$ cat src/rtl/ksm_pkg.sv
// ----------------------------------------------------------------------------
// ksm_pkg
// Shared codes and controller/datapath interface types for the k-way merge.
// ----------------------------------------------------------------------------
`default_nettype none

package ksm_pkg;

    localparam int         NUM_STREAMS = 8;

    localparam logic [1:0] FUNC_APPEND = 2'd0;
    localparam logic [1:0] FUNC_POP    = 2'd1;
    localparam logic [1:0] FUNC_CLEAR  = 2'd2;

    localparam logic [1:0] ST_OK       = 2'd0;
    localparam logic [1:0] ST_FULL     = 2'd1;
    localparam logic [1:0] ST_INACTIVE = 2'd2;
    localparam logic [1:0] ST_EMPTY    = 2'd3;

    localparam logic       REG_IDX_ACTIVE = 1'b0;
    localparam logic [3:0] ACTIVE_RESET   = 4'd8;

    typedef struct packed {
        logic load;
        logic exec_do;
        logic scan_issue;
        logic pop_commit;
    } ksm_cmd_t;

    typedef struct packed {
        logic in_pop;
        logic scan_last;
        logic out_free;
    } ksm_sts_t;

endpackage

`default_nettype wire

$ cat src/rtl/ksm_ctrl.sv
// ----------------------------------------------------------------------------
// ksm_ctrl
// Sequencer: accepts a request, runs the head scan for pops, commits results.
// ----------------------------------------------------------------------------
`default_nettype none

module ksm_ctrl (
    input  wire logic              clk,
    input  wire logic              rst_n,
    input  wire logic              in_valid,
    output logic                   in_ready,
    input  ksm_pkg::ksm_sts_t      sts,
    output ksm_pkg::ksm_cmd_t      cmd
);
    import ksm_pkg::*;

    localparam logic [2:0] S_IDLE = 3'd0;
    localparam logic [2:0] S_EXEC = 3'd1;
    localparam logic [2:0] S_SCAN = 3'd2;
    localparam logic [2:0] S_TAIL = 3'd3;
    localparam logic [2:0] S_FIN  = 3'd4;

    logic [2:0] state_reg;
    logic [2:0] state_next;

    always_comb
    begin
        state_next     = state_reg;
        cmd            = '0;
        in_ready       = 1'b0;
        case (state_reg)
            S_IDLE:
            begin
                in_ready = 1'b1;
                if (in_valid)
                begin
                    cmd.load   = 1'b1;
                    state_next = sts.in_pop ? S_SCAN : S_EXEC;
                end
            end
            S_EXEC:
            begin
                if (sts.out_free)
                begin
                    cmd.exec_do = 1'b1;
                    state_next  = S_IDLE;
                end
            end
            S_SCAN:
            begin
                cmd.scan_issue = 1'b1;
                if (sts.scan_last)
                    state_next = S_TAIL;
            end
            S_TAIL:
            begin
                state_next = S_FIN;
            end
            S_FIN:
            begin
                if (sts.out_free)
                begin
                    cmd.pop_commit = 1'b1;
                    state_next     = S_IDLE;
                end
            end
            default:
            begin
                state_next = S_IDLE;
            end
        endcase
    end

    always_ff @(posedge clk or negedge rst_n)
    begin
        if (!rst_n)
            state_reg <= S_IDLE;
        else
            state_reg <= state_next;
    end

endmodule

`default_nettype wire

$ cat config.mk
export PLATFORM = sky130hd
export DESIGN_NAME = ksm_ctrl
export DESIGN_NICKNAME = d
export VERILOG_FILES = /design/src/rtl/ksm_pkg.sv /design/src/rtl/ksm_ctrl.sv
export SDC_FILE = /design/constraint.sdc
export NUM_CORES = 1
export LEC_CHECK = 0
export ABC_AREA = 1
export BUFFER_PORTS_ARGS = -buffer_cell sky130_fd_sc_hd__buf_2
export CAP_MARGIN = 20
export CORE_AREA = 2 2 39 41
export CTS_BUF_LIST = sky130_fd_sc_hd__clkbuf_4 sky130_fd_sc_hd__clkbuf_8
export CTS_CLUSTER_DIAMETER = 30
export CTS_CLUSTER_SIZE = 16
export DETAILED_ROUTE_END_ITERATION = 7
export DIE_AREA = 0 0 41 43
export RECOVER_POWER = 25
export SYNTH_ARGS = -nofsm -noshare
export SYNTH_HDL_FRONTEND = slang
export SYNTH_SLANG_ARGS = --single-unit
$ cat constraint.sdc
create_clock -name clk -period 1.1 [get_ports clk]
set_input_delay 0.33 -clock clk [delete_from_list [all_inputs] [get_ports clk]]
set_output_delay 0.33 -clock clk [all_outputs]
set_load 0.005 [all_outputs]
Yosys cells after proc, flatten, opt, wreduce, memory -nomap -nowiden --
Cells that the tools add are included.
Word-level totals: register bits 3, bits in latches 0, RAM bits 0, bits in read-only memories 0, output and inout bits 5, logic and storage cells 23, memories 0
Operators by class: add/subtract/negate cells 0, $mul 0, divide/modulo/power cells 0, order comparisons 0, equal/unequal tests 7, shifts and indexed selects 0, muxes and demuxes 12, bitwise operators 0, reductions and logical operators 3
Operator list (count):
- 3-bit one-hot mux with 4 select lines | 1
- 3-bit 2-to-1 mux | 3
- 1-bit 2-to-1 mux | 7
- 3-bit by 2-bit equality test with 1-bit output (second input constant) | 2
- 2-bit != test (second input constant) | 2
- 3-bit by 1-bit equality test with 1-bit output (second input constant) | 1
- 3-bit equality test (second input constant) | 1
- 3-bit zero test | 1
- 3-bit AND reduction | 1
- 2-bit 2-to-1 mux | 1
- 2-bit by 1-bit != test with 1-bit output (second input constant) | 1
- 2-bit OR reduction | 1

Logic depth before layout (Yosys ltp) --
depth after elaboration 4, mapped depth 7

Least setup slack after synthesis --
No wires, ideal clock.
path type reg-to-output, start reg state_reg[2], end out cmd[3] in the netlist's numbering, data arrival time 0.807 ns, data required time 0.770 ns, path slack -0.037 ns, cell stages (with the launch flop) 4, buffers on the path 0, path through dfrtp_1 nor2_1 inv_1 nor3_1
RTL lines:
- from (decl) | line ksm_ctrl.sv:23 | logic [2:0] state_reg;
- from (signal assigned) | line ksm_ctrl.sv:79 | state_reg <= state_next;
- to (decl) | line ksm_ctrl.sv:13 | output ksm_pkg::ksm_cmd_t cmd

==> flow_summary.json <==
{
  "synth_xor_area_frac": 0,
  "dieArea_sq_um": 1760,
  "h-tree-depth": 1,
  "gp_congestion": 0.812,
  "area_delta_synth_final_pct": 83.0,
  "ys_seq_area_frac": 0.351,
  "leakagePower_nw": 0.236,
  "cp.required_ns": 0.77,
  "power_density_nw_per_um2": 3140,
  "ir_drop_mv": 0.833,
  "ys_top_cells_by_area": "dfrtp_1 35%, nand3_1 14%, nand2_1 14%",
  "rsz0062_at_grt": "yes",
  "hold_path_class": "input port to register",
  "tightest_slew_ns": 0.154,
  "initial_utilization": 0.155,
  "setup_viol": 8,
  "start_kind": "register",
  "grtUsageTotal": 0.0785,
  "synth.mux.area_fraction": 0,
  "drc": 0,
  "numClockSinks": 3,
  "drive_gt1_frac": 0.492,
  "synth-adder-area-share": 0,
  "power_mw": 1.23,
  "status": "finished, violations left",
  "path_class": "register to primary output",
  "drtPass1Iterations": 3,
  "die_h_microns": 43,
  "cts-root-buf": "clkbuf_4",
  "rr_worst_depth": 10,
  "grt_max_degree": 6,
  "drt_wl_total_microns": 569,
  "antenna_left": 0,
  "ys_ff_latch": 3,
  "fill_cells": 157,
  "wire_per_inst_microns": 7.59,
  "slew_headroom": 0.897,
  "seq_area_sq_um": 76.3,
  "synth_area_leader_cell": "dfrtp_1",
  "crit_start": "state_reg[2]$_DFFE_PN0P_",
  "synth_top_family_by_area": "simple AND/OR/NAND/NOR gates",
  "fmax_mhz": 707,
  "slew_violations": 0,
  "dp_slack_ns": -0.0978,
  "clk_pin_slew_worst_paths_ns": 0.03,
  "crit_fanout": 5,
  "first_iter_violations": 8,
  "clock_latency_ns": 0.23,
  "gr-total-overflow": 0,
  "synth_cells": 36,
  "first_global_vias": 254,
  "fin_crit_sh": 1.29,
  "n_antenna_cell": 0,
  "io-pin-count": 11,
  "layout.nets": 66,
  "cts_made_buffers": 3,
  "hold_violations": 0,
  "yosysUniqueCellTypes": 9,
  "rr_startpoint": "state_reg[2]$_DFFE_PN0P_",
  "syn_area_per_cell_sq_um": 5.94,
  "worstReg2RegEnd": "state_reg[2]$_DFFE_PN0P_",
  "grt_pass1_wl_microns": 890,
  "endpoint": "cmd[3]",
  "multi_input_area_sq_um": 120,
  "vias": 291,
  "core.rowCount": 14,
  "setup.worst_path.end_class": "primary output",
  "die_w_microns": 41,
  "violations": "negative setup slack",
  "synth_top_area_share": 0.351,
  "synth_nets": 42,
  "core_sq_um": 1380,
  "drv_cap": 0,
  "yosys.area_share.simple": 0.503,
  "r2r_slack_ns": -0.20,
  "ys_warn_count": 0,
  "largest_register_ffs": 3,
  "worst_slack_ns": -0.314,
  "antenna_found_initial": 0,
  "arrival_ns": 1.08,
  "cts_tree": "built",
  "syn_area_sq_um": 214,
  "viasPerCell": 3.88,
  "post-route-min-period_ns": 1.41,
  "synth_compound_area_frac": 0.0234,
  "cts_buffer_depth": 2,
  "io_buffers": 10,
  "skew_ns": 0.000578
}
[cells by family (layout without fill, tap and decap cells)]
group                  Yosys count  count (layout)
buffers and inverters            7              30
DFF                              3               3
and+or+nand+nor                 25              25
AOI/OAI and AO/OA                1               1
[critical path: stages, from the launching register on]
cell and delay [ns]:
dfrtp_1 0.40, nor2_2 0.16, inv_2 0.07, nor3_2 0.09, buf_2 0.13
[power by group]
group	internal (mW)	switching, mW
clock	0.160	0.0512
sequential	0.170	0.0706
combinational	0.414	0.364
[routing by layer]
metal | vias up | part of all wire | GRT usage
met2 | 6 | 0.51 | 0.116
met3 | 0 | 0.039 | 0.0157
met1 | 127 | 0.45 | 0.0844
li1 | 158 | - | -
met4 | 0 | 0 | 0.0800
met5 | - | 0 | 0
[synthesized netlist by cell type, drive strengths merged]
master / count
a21oi: 1
nand2: 10
nor2: 8
dfrtp: 3
nand3: 6
inv: 7
nor3: 1
[timing repair]
action | 4_1_cts | 5_1_grt
buffers inserted | 2 | 2
endpoints found under the setup margin | 8 | 8
resized for setup | 3 | 0
hold endpoints to repair | 3 | 0
hold buffers | 1 | 0
pin swaps | 1 | 4
[layout make-up]
class / instances / area share
Timing Repair Buffer: 19 / 0.304
Tap cell: 16 / 0.0511
Multi-Input combinational cell: 26 / 0.307
Inverter: 7 / 0.0671
Sequential cell: 3 / 0.195
Clock buffer: 4 / 0.0767
[worst min-delay path by stage]
stage,endpoint,slack [ns],cells after the start,startpoint
3_5_place_dp,state_reg[2]$_DFFE_PN0P_,0.13,1,rst_n
6_report,state_reg[1]$_DFFE_PN0P_,0.39,4,sts[1]
2_1_floorplan,state_reg[0]$_DFFE_PN0P_,0.03,0,rst_n
3_3_place_gp,state_reg[1]$_DFFE_PN0P_,0.13,1,rst_n
5_1_grt,state_reg[1]$_DFFE_PN0P_,0.41,4,sts[1]
4_1_cts,state_reg[1]$_DFFE_PN0P_,0.39,4,sts[1]
[layout by cell type, fill, tap and decap left out]
master | synthesis | final
buf_4 | 0 | 8
nand3_1 | 6 | 6
nand2_2 | 2 | 2
nor2_2 | 0 | 1
dfrtp_1 | 3 | 2
a21oi_1 | 1 | 1
nand2_1 | 8 | 8
nor3_2 | 0 | 1
inv_1 | 5 | 4
buf_2 | 0 | 9
clkbuf_4 | 0 | 4
inv_2 | 2 | 3
nor2_1 | 8 | 7
dfrtp_2 | 0 | 1
clkbuf_1 | 0 | 1
dlygate4sd3_1 | 0 | 1
[metrics by stage]
step	setup TNS (ns)	instances	utilization	hold WS, ns	cell area (sq um)
after detailed placement	-0.339	66	0.231	0.127	319
final	-2.06	75	0.283	0.390	392
after global routing	-2.77	75	0.283	0.410	392
after global placement	-0.293	66	0.231	0.130	319
after floorplan	0	36	-	0.0344	219
after CTS	-1.74	73	0.273	0.389	378
Power figures use the tool's default switching activity.
